--- src/hw/rtl/pts_pkg.sv ---
// Shared types, codes and defaults of the phased periodic task scheduler.
// Used by pts_ctrl, pts_dp and the top level; depends on nothing.
`default_nettype none

package pts_pkg;

    localparam int ENTRIES_DEF    = 32;
    localparam int PHASES_DEF     = 8;
    localparam int TAG_BITS_DEF   = 16;
    localparam int COUNT_BITS_DEF = 16;

    // Slot pointers: 6 bits, all ones is the end-of-list mark
    localparam int             PTR_W = 6;
    localparam logic [PTR_W-1:0] NIL = 6'd63;

    // Operation codes
    localparam logic [1:0] OP_INSERT  = 2'd0;
    localparam logic [1:0] OP_REM_HDL = 2'd1;
    localparam logic [1:0] OP_REM_TAG = 2'd2;
    localparam logic [1:0] OP_TICK    = 2'd3;

    // Result kinds
    localparam logic [2:0] KIND_INSERTED  = 3'd0;
    localparam logic [2:0] KIND_FULL      = 3'd1;
    localparam logic [2:0] KIND_REMOVED   = 3'd2;
    localparam logic [2:0] KIND_NOT_FOUND = 3'd3;
    localparam logic [2:0] KIND_FIRED     = 3'd4;
    localparam logic [2:0] KIND_DONE      = 3'd5;

    typedef struct packed {
        logic [1:0]  op;
        logic [2:0]  phase;
        logic [15:0] tag;
        logic [15:0] interval;
        logic [15:0] first_count;
        logic [4:0]  handle;
    } t_in_item;

    typedef struct packed {
        logic [2:0]  kind;
        logic [4:0]  slot;
        logic [15:0] fired_tag;
        logic [5:0]  removed_count;
        logic        last;
    } t_out_item;

    typedef enum logic [3:0] {
        S_IDLE,
        S_START,
        S_INS_A,
        S_INS_B,
        S_RH_CHK,
        S_FREE_A,
        S_FREE_B,
        S_TW_HEAD,
        S_TW_VISIT,
        S_TK_HEAD,
        S_TK_VISIT,
        S_TK_FIRE,
        S_EMIT
    } t_state;

    typedef enum logic [3:0] {
        CMD_NONE,
        CMD_LOAD,
        CMD_START,
        CMD_INS_A,
        CMD_INS_B,
        CMD_FREE_A,
        CMD_FREE_B,
        CMD_HEAD,
        CMD_NEXT_PH,
        CMD_ADV,
        CMD_TICK,
        CMD_FIRE,
        CMD_FINAL
    } t_cmd;

    typedef struct packed {
        logic [1:0] op;
        logic       ins_ok;
        logic       ph_ok;
        logic       h_ok;
        logic       cur_live;
        logic       match;
        logic       fire_zero;
        logic       ph_last;
        logic       can_emit;
        logic [5:0] rcnt;
    } t_status;

endpackage

`default_nettype wire

--- src/hw/rtl/pts_ctrl.sv ---
// Sequencer of the task scheduler: walks each operation through its steps.
// Depends on pts_pkg; drives commands into pts_dp and reads its status.
`default_nettype none

module pts_ctrl (
    input  wire               i_clk,
    input  wire               i_rst_n,
    input  wire               i_in_valid,
    input  pts_pkg::t_status  i_status,
    output pts_pkg::t_cmd     o_cmd,
    output logic              o_in_stall,
    output pts_pkg::t_state   o_state
);

    pts_pkg::t_state r_state;
    pts_pkg::t_state n_state;

    // State register
    always_ff @(posedge i_clk) begin
        if (!i_rst_n) begin
            r_state <= pts_pkg::S_IDLE;
        end else begin
            r_state <= n_state;
        end
    end

    // Next state
    always_comb begin
        n_state = r_state;
        unique case (r_state)
            pts_pkg::S_IDLE: begin
                if (i_in_valid) n_state = pts_pkg::S_START;
            end
            pts_pkg::S_START: begin
                unique case (i_status.op)
                    pts_pkg::OP_INSERT:
                        n_state = i_status.ins_ok ? pts_pkg::S_INS_A : pts_pkg::S_EMIT;
                    pts_pkg::OP_REM_HDL: n_state = pts_pkg::S_RH_CHK;
                    pts_pkg::OP_REM_TAG: n_state = pts_pkg::S_TW_HEAD;
                    default:
                        n_state = i_status.ph_ok ? pts_pkg::S_TK_HEAD : pts_pkg::S_EMIT;
                endcase
            end
            pts_pkg::S_INS_A:  n_state = pts_pkg::S_INS_B;
            pts_pkg::S_INS_B:  n_state = pts_pkg::S_EMIT;
            pts_pkg::S_RH_CHK: begin
                n_state = i_status.h_ok ? pts_pkg::S_FREE_A : pts_pkg::S_EMIT;
            end
            pts_pkg::S_FREE_A: n_state = pts_pkg::S_FREE_B;
            pts_pkg::S_FREE_B: begin
                n_state = (i_status.op == pts_pkg::OP_REM_TAG) ? pts_pkg::S_TW_VISIT
                                                                : pts_pkg::S_EMIT;
            end
            pts_pkg::S_TW_HEAD: n_state = pts_pkg::S_TW_VISIT;
            pts_pkg::S_TW_VISIT: begin
                if (!i_status.cur_live) begin
                    n_state = i_status.ph_last ? pts_pkg::S_EMIT : pts_pkg::S_TW_HEAD;
                end else if (i_status.match) begin
                    n_state = pts_pkg::S_FREE_A;
                end
            end
            pts_pkg::S_TK_HEAD: n_state = pts_pkg::S_TK_VISIT;
            pts_pkg::S_TK_VISIT: begin
                if (!i_status.cur_live) begin
                    n_state = pts_pkg::S_EMIT;
                end else if (i_status.fire_zero) begin
                    n_state = pts_pkg::S_TK_FIRE;
                end
            end
            pts_pkg::S_TK_FIRE: begin
                if (i_status.can_emit) n_state = pts_pkg::S_TK_VISIT;
            end
            pts_pkg::S_EMIT: begin
                if (i_status.can_emit) n_state = pts_pkg::S_IDLE;
            end
            default: n_state = pts_pkg::S_IDLE;
        endcase
    end

    // Command outputs
    always_comb begin
        o_cmd = pts_pkg::CMD_NONE;
        unique case (r_state)
            pts_pkg::S_IDLE: begin
                if (i_in_valid) o_cmd = pts_pkg::CMD_LOAD;
            end
            pts_pkg::S_START:   o_cmd = pts_pkg::CMD_START;
            pts_pkg::S_INS_A:   o_cmd = pts_pkg::CMD_INS_A;
            pts_pkg::S_INS_B:   o_cmd = pts_pkg::CMD_INS_B;
            pts_pkg::S_RH_CHK:  o_cmd = pts_pkg::CMD_NONE;
            pts_pkg::S_FREE_A:  o_cmd = pts_pkg::CMD_FREE_A;
            pts_pkg::S_FREE_B:  o_cmd = pts_pkg::CMD_FREE_B;
            pts_pkg::S_TW_HEAD: o_cmd = pts_pkg::CMD_HEAD;
            pts_pkg::S_TK_HEAD: o_cmd = pts_pkg::CMD_HEAD;
            pts_pkg::S_TW_VISIT: begin
                if (!i_status.cur_live) begin
                    if (!i_status.ph_last) o_cmd = pts_pkg::CMD_NEXT_PH;
                end else if (!i_status.match) begin
                    o_cmd = pts_pkg::CMD_ADV;
                end
            end
            pts_pkg::S_TK_VISIT: begin
                if (i_status.cur_live && !i_status.fire_zero) o_cmd = pts_pkg::CMD_TICK;
            end
            pts_pkg::S_TK_FIRE: begin
                if (i_status.can_emit) o_cmd = pts_pkg::CMD_FIRE;
            end
            pts_pkg::S_EMIT: begin
                if (i_status.can_emit) o_cmd = pts_pkg::CMD_FINAL;
            end
            default: o_cmd = pts_pkg::CMD_NONE;
        endcase
    end

    // Hold the input side off while an item is in progress or in reset
    assign o_in_stall = (r_state != pts_pkg::S_IDLE) || !i_rst_n;
    assign o_state    = r_state;

endmodule

`default_nettype wire

--- src/hw/rtl/pts_dp.sv ---
// Datapath of the task scheduler: slot store, list pointers, walk cursor
// and the output register. Depends on pts_pkg; commanded by pts_ctrl.
`default_nettype none

module pts_dp #(
    parameter int ENTRIES    = pts_pkg::ENTRIES_DEF,
    parameter int PHASES     = pts_pkg::PHASES_DEF,
    parameter int TAG_BITS   = pts_pkg::TAG_BITS_DEF,
    parameter int COUNT_BITS = pts_pkg::COUNT_BITS_DEF
) (
    input  wire                  i_clk,
    input  wire                  i_rst_n,
    input  pts_pkg::t_cmd        i_cmd,
    input  pts_pkg::t_in_item    i_in_item,
    input  wire                  i_out_stall,
    output logic                 o_out_valid,
    output pts_pkg::t_out_item   o_out_item,
    output pts_pkg::t_status     o_status
);

    localparam int IDX_W = (ENTRIES > 1) ? $clog2(ENTRIES) : 1;
    localparam int PH_W  = (PHASES > 1) ? $clog2(PHASES) : 1;
    localparam int PW    = pts_pkg::PTR_W;
    localparam logic [PW-1:0] ENT_P = PW'(ENTRIES);

    // Slot store
    logic                  r_valid [ENTRIES];
    logic [PW-1:0]         r_next  [ENTRIES];
    logic [PW-1:0]         r_prev  [ENTRIES];
    logic [PH_W-1:0]       r_sph   [ENTRIES];
    logic [TAG_BITS-1:0]   r_tag   [ENTRIES];
    logic [COUNT_BITS-1:0] r_ivl   [ENTRIES];
    logic [COUNT_BITS-1:0] r_cnt   [ENTRIES];
    logic [PW-1:0]         r_head  [PHASES];
    logic [PW-1:0]         r_tail  [PHASES];
    logic [PW-1:0]         r_free_head;

    // Item and walk registers
    pts_pkg::t_in_item r_item;
    logic [PW-1:0]     r_cur;
    logic [PW-1:0]     r_guard;
    logic [PH_W-1:0]   r_ph;
    logic [PW-1:0]     r_fp;
    logic [PW-1:0]     r_fn;
    logic [PH_W-1:0]   r_fph;
    logic [5:0]        r_rcnt;
    logic [2:0]        r_fkind;
    logic [4:0]        r_fslot;
    pts_pkg::t_out_item r_out;
    logic               r_ovalid;

    logic [IDX_W-1:0]      w_ci;
    logic                  w_rd_valid;
    logic [PW-1:0]         w_rd_next;
    logic [PW-1:0]         w_rd_prev;
    logic [PH_W-1:0]       w_rd_ph;
    logic [TAG_BITS-1:0]   w_rd_tag;
    logic [COUNT_BITS-1:0] w_rd_ivl;
    logic [COUNT_BITS-1:0] w_dec;
    logic [PH_W-1:0]       w_in_ph;
    logic                  w_ph_ok;
    logic                  w_ins_ok;
    logic                  w_live;
    logic                  w_can_emit;
    logic [PW-1:0]         w_tail;

    // Read the slot under the cursor
    assign w_ci       = r_cur[IDX_W-1:0];
    assign w_rd_valid = r_valid[w_ci];
    assign w_rd_next  = r_next[w_ci];
    assign w_rd_prev  = r_prev[w_ci];
    assign w_rd_ph    = r_sph[w_ci];
    assign w_rd_tag   = r_tag[w_ci];
    assign w_rd_ivl   = r_ivl[w_ci];
    assign w_dec      = r_cnt[w_ci] - COUNT_BITS'(1);
    assign w_tail     = r_tail[r_ph];

    assign w_in_ph    = PH_W'(r_item.phase);
    assign w_ph_ok    = 7'(r_item.phase) < 7'(PHASES);
    assign w_ins_ok   = w_ph_ok && (r_free_head < ENT_P);
    assign w_live     = (r_cur < ENT_P) && (r_guard < ENT_P);
    assign w_can_emit = !r_ovalid || !i_out_stall;

    // Status to the sequencer
    always_comb begin
        o_status.op        = r_item.op;
        o_status.ins_ok    = w_ins_ok;
        o_status.ph_ok     = w_ph_ok;
        o_status.h_ok      = (r_cur < ENT_P) && w_rd_valid;
        o_status.cur_live  = w_live;
        o_status.match     = w_live && w_rd_valid && (w_rd_tag == TAG_BITS'(r_item.tag));
        o_status.fire_zero = (w_dec == '0);
        o_status.ph_last   = (r_ph == PH_W'(PHASES - 1));
        o_status.can_emit  = w_can_emit;
        o_status.rcnt      = r_rcnt;
    end

    // Control-side store: valid bits, links, list ends, free list
    always_ff @(posedge i_clk) begin
        if (!i_rst_n) begin
            for (int i = 0; i < ENTRIES; i++) begin
                r_valid[i] <= 1'b0;
                r_next[i]  <= (i + 1 < ENTRIES) ? PW'(i + 1) : pts_pkg::NIL;
            end
            for (int p = 0; p < PHASES; p++) begin
                r_head[p] <= pts_pkg::NIL;
                r_tail[p] <= pts_pkg::NIL;
            end
            r_free_head <= '0;
        end else begin
            case (i_cmd)
                pts_pkg::CMD_INS_A: begin
                    r_free_head   <= w_rd_next;
                    r_valid[w_ci] <= 1'b1;
                    r_next[w_ci]  <= pts_pkg::NIL;
                end
                pts_pkg::CMD_INS_B: begin
                    if (w_tail < ENT_P) begin
                        r_next[w_tail[IDX_W-1:0]] <= r_cur;
                    end else begin
                        r_head[r_ph] <= r_cur;
                    end
                    r_tail[r_ph] <= r_cur;
                end
                pts_pkg::CMD_FREE_A: begin
                    r_valid[w_ci] <= 1'b0;
                    r_next[w_ci]  <= r_free_head;
                    r_free_head   <= r_cur;
                end
                pts_pkg::CMD_FREE_B: begin
                    if (r_fp < ENT_P) begin
                        r_next[r_fp[IDX_W-1:0]] <= r_fn;
                    end else begin
                        r_head[r_fph] <= r_fn;
                    end
                    if (r_fn >= ENT_P) begin
                        r_tail[r_fph] <= r_fp;
                    end
                end
                default: begin
                end
            endcase
        end
    end

    // Payload store: slot fields and back links
    always_ff @(posedge i_clk) begin
        case (i_cmd)
            pts_pkg::CMD_INS_A: begin
                r_sph[w_ci]  <= r_ph;
                r_tag[w_ci]  <= TAG_BITS'(r_item.tag);
                r_ivl[w_ci]  <= COUNT_BITS'(r_item.interval);
                r_cnt[w_ci]  <= COUNT_BITS'(r_item.first_count);
                r_prev[w_ci] <= w_tail;
            end
            pts_pkg::CMD_FREE_B: begin
                if (r_fn < ENT_P) r_prev[r_fn[IDX_W-1:0]] <= r_fp;
            end
            pts_pkg::CMD_TICK: r_cnt[w_ci] <= w_dec;
            pts_pkg::CMD_FIRE: r_cnt[w_ci] <= w_rd_ivl;
            default: begin
            end
        endcase
    end

    // Item, cursor and final-result registers
    always_ff @(posedge i_clk) begin
        case (i_cmd)
            pts_pkg::CMD_LOAD: r_item <= i_in_item;
            pts_pkg::CMD_START: begin
                r_rcnt  <= '0;
                r_fslot <= '0;
                r_ph    <= (r_item.op == pts_pkg::OP_REM_TAG) ? '0 : w_in_ph;
                r_cur   <= (r_item.op == pts_pkg::OP_INSERT) ? r_free_head
                                                             : PW'(r_item.handle);
                case (r_item.op)
                    pts_pkg::OP_INSERT: begin
                        r_fkind <= w_ins_ok ? pts_pkg::KIND_INSERTED : pts_pkg::KIND_FULL;
                        if (w_ins_ok) r_fslot <= 5'(r_free_head);
                    end
                    pts_pkg::OP_REM_HDL: r_fkind <= pts_pkg::KIND_NOT_FOUND;
                    pts_pkg::OP_REM_TAG: r_fkind <= pts_pkg::KIND_REMOVED;
                    default:             r_fkind <= pts_pkg::KIND_DONE;
                endcase
            end
            pts_pkg::CMD_HEAD: begin
                r_cur   <= r_head[r_ph];
                r_guard <= '0;
            end
            pts_pkg::CMD_NEXT_PH: r_ph <= r_ph + PH_W'(1);
            pts_pkg::CMD_FREE_A: begin
                r_fp    <= w_rd_prev;
                r_fn    <= w_rd_next;
                r_fph   <= w_rd_ph;
                r_rcnt  <= r_rcnt + 6'd1;
                r_fkind <= pts_pkg::KIND_REMOVED;
            end
            pts_pkg::CMD_FREE_B: begin
                r_cur   <= r_fn;
                r_guard <= r_guard + PW'(1);
            end
            pts_pkg::CMD_ADV, pts_pkg::CMD_TICK, pts_pkg::CMD_FIRE: begin
                r_cur   <= w_rd_next;
                r_guard <= r_guard + PW'(1);
            end
            default: begin
            end
        endcase
    end

    // Output register: load a beat, drop valid once taken
    always_ff @(posedge i_clk) begin
        if (!i_rst_n) begin
            r_ovalid <= 1'b0;
        end else if (i_cmd == pts_pkg::CMD_FIRE || i_cmd == pts_pkg::CMD_FINAL) begin
            r_ovalid <= 1'b1;
        end else if (!i_out_stall) begin
            r_ovalid <= 1'b0;
        end
    end

    always_ff @(posedge i_clk) begin
        if (i_cmd == pts_pkg::CMD_FIRE) begin
            r_out.kind          <= pts_pkg::KIND_FIRED;
            r_out.slot          <= 5'(r_cur);
            r_out.fired_tag     <= 16'(w_rd_tag);
            r_out.removed_count <= '0;
            r_out.last          <= 1'b0;
        end else if (i_cmd == pts_pkg::CMD_FINAL) begin
            r_out.kind          <= r_fkind;
            r_out.slot          <= r_fslot;
            r_out.fired_tag     <= '0;
            r_out.removed_count <= r_rcnt;
            r_out.last          <= 1'b1;
        end
    end

    assign o_out_valid = r_ovalid;
    assign o_out_item  = r_out;

endmodule

`default_nettype wire

--- src/hw/rtl/phased_periodic_task_scheduler.sv ---
// Top level of the phased periodic task scheduler.
// Joins pts_ctrl and pts_dp; types and codes come from pts_pkg.
//
// Usage: one input channel (i_in_valid / o_in_stall / i_in_item) takes
// operation beats: insert, remove by handle, remove by tag, tick a phase.
// One output channel (o_out_valid / i_out_stall / o_out_item) returns the
// result beats of each operation, the final one flagged by last.
// One item is worked at a time; o_in_stall is high from acceptance until
// the final result is loaded into the output register.
// Steps per item: insert takes the free-list head and links it at the
// phase tail, remove by handle checks the slot and unlinks it, tick walks
// its phase list and fires each slot whose count runs out, remove by tag
// walks every phase list and frees each match, one slot at a time.
// A result waits in the output register while i_out_stall is high; the
// walk holds before the next fire or final beat until it is taken.
// Reset (synchronous, i_rst_n low) empties every phase list, links the free
// list in slot order from slot 0 and clears the output valid; no clearing
// pass is needed.
`default_nettype none

module phased_periodic_task_scheduler #(
    parameter int ENTRIES    = pts_pkg::ENTRIES_DEF,
    parameter int PHASES     = pts_pkg::PHASES_DEF,
    parameter int TAG_BITS   = pts_pkg::TAG_BITS_DEF,
    parameter int COUNT_BITS = pts_pkg::COUNT_BITS_DEF
) (
    input  wire                  i_clk,
    input  wire                  i_rst_n,
    input  wire                  i_in_valid,
    output logic                 o_in_stall,
    input  pts_pkg::t_in_item    i_in_item,
    output logic                 o_out_valid,
    input  wire                  i_out_stall,
    output pts_pkg::t_out_item   o_out_item
);

    pts_pkg::t_cmd    w_cmd;
    pts_pkg::t_status w_status;
    pts_pkg::t_state  w_state;

    // Sequencer
    pts_ctrl u_ctrl (
        .i_clk      (i_clk),
        .i_rst_n    (i_rst_n),
        .i_in_valid (i_in_valid),
        .i_status   (w_status),
        .o_cmd      (w_cmd),
        .o_in_stall (o_in_stall),
        .o_state    (w_state)
    );

    // Slot store and result path
    pts_dp #(
        .ENTRIES    (ENTRIES),
        .PHASES     (PHASES),
        .TAG_BITS   (TAG_BITS),
        .COUNT_BITS (COUNT_BITS)
    ) u_dp (
        .i_clk       (i_clk),
        .i_rst_n     (i_rst_n),
        .i_cmd       (w_cmd),
        .i_in_item   (i_in_item),
        .i_out_stall (i_out_stall),
        .o_out_valid (o_out_valid),
        .o_out_item  (o_out_item),
        .o_status    (w_status)
    );

`ifndef SYNTHESIS
    // An accepted beat starts work: input is held off next cycle
    a_accept_busy: assert property (@(posedge i_clk) disable iff (!i_rst_n)
        (i_in_valid && !o_in_stall) |=> o_in_stall)
        else $error("input not held off after accepting a beat");

    // A new result appears only out of an item in progress
    a_result_busy: assert property (@(posedge i_clk) disable iff (!i_rst_n)
        $rose(o_out_valid) |-> $past(o_in_stall))
        else $error("result produced with no item in progress");

    // Removal count never exceeds the pool size once the item has started
    a_rcnt_range: assert property (@(posedge i_clk) disable iff (!i_rst_n)
        ((w_state != pts_pkg::S_IDLE) && (w_state != pts_pkg::S_START))
        |-> (w_status.rcnt <= 6'(ENTRIES)))
        else $error("removal count beyond pool size");
`endif

endmodule

`default_nettype wire
--- config.mk ---
export PLATFORM = sky130hd
export DESIGN_NAME = phased_periodic_task_scheduler
export DESIGN_NICKNAME = d
export VERILOG_FILES = /design/src/hw/rtl/pts_pkg.sv /design/src/hw/rtl/pts_ctrl.sv /design/src/hw/rtl/pts_dp.sv /design/src/hw/rtl/phased_periodic_task_scheduler.sv
export SDC_FILE = /design/constraint.sdc
export NUM_CORES = 2
export LEC_CHECK = 0
export BUFFER_PORTS_ARGS = -buffer_cell sky130_fd_sc_hd__buf_2
export CORE_MARGIN = 2
export CORE_UTILIZATION = 59
export CTS_CLUSTER_SIZE = 40
export DETAILED_ROUTE_END_ITERATION = 12
export GPL_TIMING_DRIVEN = 0
export PLACE_DENSITY = 0.75
export SETUP_SLACK_MARGIN = 0.05
export SYNTH_ARGS = -nofsm -noshare
export SYNTH_HDL_FRONTEND = slang
export SYNTH_SLANG_ARGS = --single-unit
export TNS_END_PERCENT = 1
--- constraint.sdc ---
create_clock -name i_clk -period 10.08 [get_ports i_clk]
set_input_delay 0 -clock i_clk [delete_from_list [all_inputs] [get_ports i_clk]]
set_output_delay 0 -clock i_clk [all_outputs]
set_load 0.05 [all_outputs]
# Yosys cells after proc, flatten, opt, wreduce, memory -nomap -nowiden
# Memory sizes are Yosys's and may differ from the RTL's. A register that Yosys moved wholly into a read port is not among the register bits.
# Cells that the tools add are included.
[op_classes]
eq_ne = 34
bitwise = 4
n_shift = 0
n_div = 0
mux = 111
addsub = 4
n_reduce_logical = 36
n_lt_le_gt_ge = 7
mul = 0
[ops]
columns = ["op", "count"]
rows = [
  ["$mux W4", 16],
  ["$mux W6", 10],
  ["$mux W28", 2],
  ["$mux W1", 53],
  ["$pmux W4 S13", 1],
  ["$mux W5", 10],
  ["$reduce_or A6 Y1", 8],
  ["$pmux W4 S11", 1],
  ["$eq A4 B4 Y1 const B", 10],
  ["$lt A6 B6 Y1 const B", 6],
  ["$pmux W6 S2", 3],
  ["$eq A4 B3 Y1 const B", 8],
  ["$mux W16", 2],
  ["$mux W3", 8],
  ["$pmux W6 S4", 1],
  ["$eq A16 B16 Y1", 1],
  ["$eq A4 B2 Y1 const B", 4],
  ["$logic_not A16 Y1", 1],
  ["$sub A16 B1 Y16 const B", 1],
  ["$add A6 B1 Y6 const B", 2],
  ["$pmux W3 S2", 2],
  ["$pmux W4 S3", 1],
  ["$reduce_bool A2 Y1", 5],
  ["$pmux W3 S3", 1],
  ["other kinds (22)", 39],
]
[word_totals]
regBits = 135
mem_bits_rw = 2144
mem_count = 9
word_cells = 226
output_inout_bits = 33
in_bits = 62
romBits = 0
latch_bits = 0
[mem_list]
columns = ["memory", "words", "word_bits", "read_ports", "rd_ports_with_merged_regs", "wr", "line_no", "rtl"]
rows = [
  ["u_dp.r_cnt", 32, 16, 1, 1, 1, "pts_dp.sv:33", "logic [COUNT_BITS-1:0] r_cnt [ENTRIES];"],
  ["u_dp.r_ivl", 32, 16, 1, 1, 1, "pts_dp.sv:32", "logic [COUNT_BITS-1:0] r_ivl [ENTRIES];"],
  ["u_dp.r_tag", 32, 16, 1, 1, 1, "pts_dp.sv:31", "logic [TAG_BITS-1:0] r_tag [ENTRIES];"],
  ["u_dp.r_next", 32, 6, 1, 1, 32, "pts_dp.sv:28", "logic [PW-1:0] r_next [ENTRIES];"],
  ["u_dp.r_prev", 32, 6, 1, 1, 1, "pts_dp.sv:29", "logic [PW-1:0] r_prev [ENTRIES];"],
  ["u_dp.r_sph", 32, 3, 1, 1, 1, "pts_dp.sv:30", "logic [PH_W-1:0] r_sph [ENTRIES];"],
  ["3 more memories", "--", "--", "--", "--", "--", "--", ""],
]

# Logic depth before layout (Yosys ltp)
[logic_depth]
depth_word = 16
ltp_mapped = 19
ltp_nobuf = 15

# By module
# A second synthesis with hierarchy kept.
[unflattened]
hier_cells = 4510
hier_area_um2 = 91127.4
[modules_own_cells]
columns = ["mod", "cells_each", "seq_area_each_um2", "n_inst", "area_per_inst_um2"]
rows = [
  ["pts_dp", 4411, 68255.5, 1, 90415.5],
  ["pts_ctrl", 99, 80.1, 1, 711.9],
]

# Worst setup path after synthesis
# OpenSTA, ideal clock, no wires.
[synth_timing]
path_kind = "register -> register"
from = "register with a tool-made name"
to = "memory u_dp.r_cnt[0][3] (netlist name), data pin"
period_less_slack_ns = 4.896
arrival_time_ns = 4.499
setup_time_ns = 0.398
path_stages_with_launch = 18
setup_slack_ns = 5.184
path_buffers = 5
cell_sequence = "dfxtp_1 buf_6 buf_4 buf_2 mux2i_1 a21oi_1 a211o_1 inv_1 ha_1 inv_1 or4_1 buf_2 nor4_2 xnor2_1 nor4_1 clkbuf_1 o21ai_0 a31oi_1"
[synth_rtl]
columns = ["element", "line_no"]
rows = [
  ["end: declaration", "pts_dp.sv:33"],
]

==> results.py <==
metrics = {
    "timing": {
        "timing.final.crit_period_ps": 8460,
        "worst_slew_margin_rel_pct": -2.54,
        "final_setup_viols": 0,
        "worst-slew-pin-transition_ps": 1540,
        "final-max-slew-violation-count": 11,
        "skew_ps": 78.5,
        "achievable-frequency_mhz": 118,
        "finalCritPeriodShare_pct": 83.9,
        "final.setup.tns_ps": 0,
        "finalHoldViolCount": 0,
        "fin_worst_hold_slack_ps": 126,
        "rsz0062_at_grt": "false",
    },
    "critical_path": {
        "timing.setup.critical_path_class": "register to register",
        "start_kind": "register",
        "r2r.worst_path.cells": 9,
        "critical_path_peak_fanout": 32,
        "endpoint_kind_of_the_worst_setup_timing_path": "register",
        "required_ps": 10600,
        "worst-endpoint-arrival_ps": 8980,
    },
    "grt": {
        "grt_start_max_net_pins": 40,
        "first_global_vias": 52500,
        "grt_antenna_before_repair": 17,
        "gr-usage-all-layers_pct": 35.1,
        "remaining_overflow_grt": 0,
        "wire_length_of_the_first_global_routing_pass_um": 387000,
    },
    "logic_synthesis": {
        "synth_simple_gate_area_share_pct": 4.68,
        "synthXorXnorAreaFrac_pct": 0.354,
        "ys_ff_latch": 2296,
        "syn_inst": 4893,
        "avgSynthCellArea_sq_um": 18.7,
        "synth_area_sq_um": 91700,
        "synth_top_family_by_area": "multiplexers",
        "muxShareOfSynthArea_pct": 15.2,
        "synthArstFlopShare_pct": 0,
        "ys_top_cells_by_area": "edfxtp_1 (73%), mux4_2 (11%), mux2i_1 (3.5%)",
        "syn_nets": 4964,
        "yosysUniqueCellTypes": 71,
        "yosys.area.top_type_share_pct": 73.2,
        "synth_edf_count": 2235,
        "yosys_most_used_dff": "edfxtp_1",
        "synth_sequential_area_ratio_pct": 74.6,
        "synth.largest_area_cell": "edfxtp_1",
        "synth_fa_ha_area_share_pct": 0.123,
        "synth_warnings": 0,
        "synth_compound_area_share_pct": 3.55,
    },
    "placement": {
        "placed_cells": 7133,
        "gp_congestion": 0.953,
        "numPortBuffers": 94,
        "half_perimeter_wire_length_of_the_detailed_placement_result_um": 175000,
    },
    "worst_hold_path": {
        "worstHoldPathCells": 5,
        "class_of_the_tightest_hold_or_removal_check": "primary input to register",
    },
    "floorplanning": {
        "floorplan.rows": 144,
        "floorplan.io_pins": 95,
        "die_area_sq_um": 159000,
        "placeable_core_region_sq_um": 154000,
        "floorplan.die.width_um": 398,
        "initial_utilization_pct": 59.4,
        "floorplan.die.height_um": 398,
    },
    "drt": {
        "detail-route-antenna-nets": 0,
        "routed_wire_length_per_instance_um": 36.3,
        "initialDrtViolationCount": 10100,
        "route.detailed.drc": 0,
        "totalWireLength_um": 278000,
        "detailedRoute.firstPassIterationCount": 6,
        "routed_via_density": 7.01,
        "num_vias": 53700,
    },
    "clock_tree": {
        "clkLatencyLatePin_ps": 860,
        "cts_root_buf": "clkbuf_16",
        "post-cts-setup-buffers": 0,
        "cts_resized": 0,
        "numClockSinks": 2296,
        "cts_max_level": 4,
        "tritoncts_clock_tree": "built",
        "tritoncts.num_buffers": 217,
        "clkSlewWorstSetupHoldPaths_ps": 70,
        "clock_buffer_depth": 3,
    },
    "final_layout": {
        "area_delta_synth_final_pct": 16.1,
        "finalNetCount": 5500,
        "num-fill-cells": 9304,
        "register_area_sq_um": 68300,
        "multiInputGateArea_sq_um": 22600,
        "mostFrequentLayoutCells": "edfxtp_1 (2235), mux4_2 (466), nand2_1 (394)",
        "final_layout_size_suffix_gt1_share_pct": 22.3,
        "layout_commonest_cell": "edfxtp_1",
        "post_layout_nonfiller_instances": 7666,
    },
    "power": {
        "p_sw_share_pct": 34.5,
        "power.net_switching_mw": 10.2,
        "clockPowerShare_pct": 28.7,
        "power-per-cell-area_nw_per_um2": 279,
        "total_power_mw": 29.7,
        "seq_power_share_pct": 40.0,
        "max-vdd-ir-drop_mv": 0.202,
        "power_leakage_nw": 33.9,
        "internal_power_mw": 19.4,
        "comb_power_share_pct": 31.3,
    },
    "flow_run": {
        "max_cap_viol_count": 2,
    },
    "run_status": {
        "violations_in_the_final_reports": "max-capacitance violations, max-slew violations",
        "outcome": "complete, but fails checks",
    },
}
## cell type report
type | count | share of cell area (%)
inverters | 21 | 0.0741
flip-flops and latches | 2296 | 64.2
plain buffers | 296 | 1.29
diodes | 5 | 0.0118
well taps | 2044 | 2.40
clock buffers | 272 | 5.40
clock inverters | 135 | 1.64
multi-input cells | 2280 | 21.3
repair buffers | 317 | 3.67
## kinds of logic after synthesis
| family | Yosys count |
|---|---|
| DFF | 2296 |
| and+or+nand+nor | 979 |
| muxes | 803 |
| AOI/OAI and AO/OA | 452 |
| buffers and inverters | 317 |
| xor gates and xnor gates | 37 |
| adders and majority gates | 9 |
## worst max-delay path, cell delays in order (launching register included)
cell and delay [ps]:
dfxtp_1 570, clkbuf_1 760, buf_1 1090, buf_2 730, clkbuf_1 1030, clkbuf_1 840
buf_1 990, mux2i_1 1220, nand2_1 410, o221a_2 440
## power by group through the flow
stage	clock [mW]	combinational [mW]	sequential [mW]
2_1_floorplan	0	5.47	11.9
3_3_place_gp	0	8.50	12.0
3_5_place_dp	0	8.80	12.0
4_1_cts	8.52	9.00	11.9
5_1_grt	8.87	9.51	11.9
6_report	8.53	9.28	11.9
## per-stage QoR
stage | area (sq um) | setup WS [ps] | util (%)
6_report | 106000 | 1620 | 69.0
5_1_grt | 106000 | 1870 | 69.0
4_1_cts | 106000 | 2120 | 68.9
3_5_place_dp | 97700 | 2100 | 63.3
3_3_place_gp | 94700 | 699 | 61.4
2_1_floorplan | 91700 | 5180 | -
## cells in the mapped netlist, types with 10 or more instances
library cell,instances
edfxtp_1,2235
mux4_2,466
nand2_1,394
mux2i_1,318
nor2_1,305
clkbuf_1,160
a22oi_1,134
nand3_1,72
a21oi_1,63
buf_2,63
o21ai_0,62
dfxtp_1,61
a31oi_1,41
nand2b_1,39
buf_1,34
o221a_2,34
and2_1,33
nor2b_1,32
buf_4,30
nand4_1,29
nor3_1,27
xnor2_1,22
inv_1,20
mux2_2,18
a22o_1,17
a211oi_1,16
xor2_1,15
and3_1,12
a221oi_1,11
or2_2,11
a32oi_1,10
o21ai_1,10
## sequential cells by signal, indices dropped and copies added, names as in the netlist, 4 cells and up, named ones only
name,count
u_dp.r_fslot,5
u_dp.r_rcnt,6
u_dp.r_cnt,512
u_dp.r_tag,512
u_dp.r_next,192
u_dp.r_prev,192
u_dp.o_out_item,31
u_dp.r_cur,6
u_dp.r_guard,6
u_dp.r_ivl,512
u_dp.r_valid,32
u_dp.r_head,48
u_dp.r_free_head,6
u_dp.r_item,53
u_dp.r_fp,6
u_dp.r_fn,6
u_dp.r_tail,48
u_dp.r_sph,96
u_ctrl.o_state,4
## final timing paths
path / from / to / slack, ps
setup / recovery: register / u_dp.r_cnt[5][0] / 1620
hold / removal: i_rst_n / u_ctrl.o_state[0] / 130
setup reg to reg: register / u_dp.r_cnt[5][0] / 1620
hold reg to reg: u_dp.o_out_item[29] / u_dp.o_out_item[29] / 500
## repair_timing
| item | CTS | global route |
|---|---|---|
| endpoints found under the setup margin | 0 | 0 |
| hold buffers | 119 | 0 |
| endpoints found under the hold margin | 92 | 0 |
## layer usage
metal | vias up | track usage, % | wire length [um]
met5 | - | 0 | 87
met4 | 12 | 17.9 | 17200
met3 | 982 | 9.85 | 39600
met2 | 4727 | 54.1 | 128000
met1 | 27200 | 46.4 | 93000
li1 | 20800 | - | -
(Power assumes the default switching activity.)
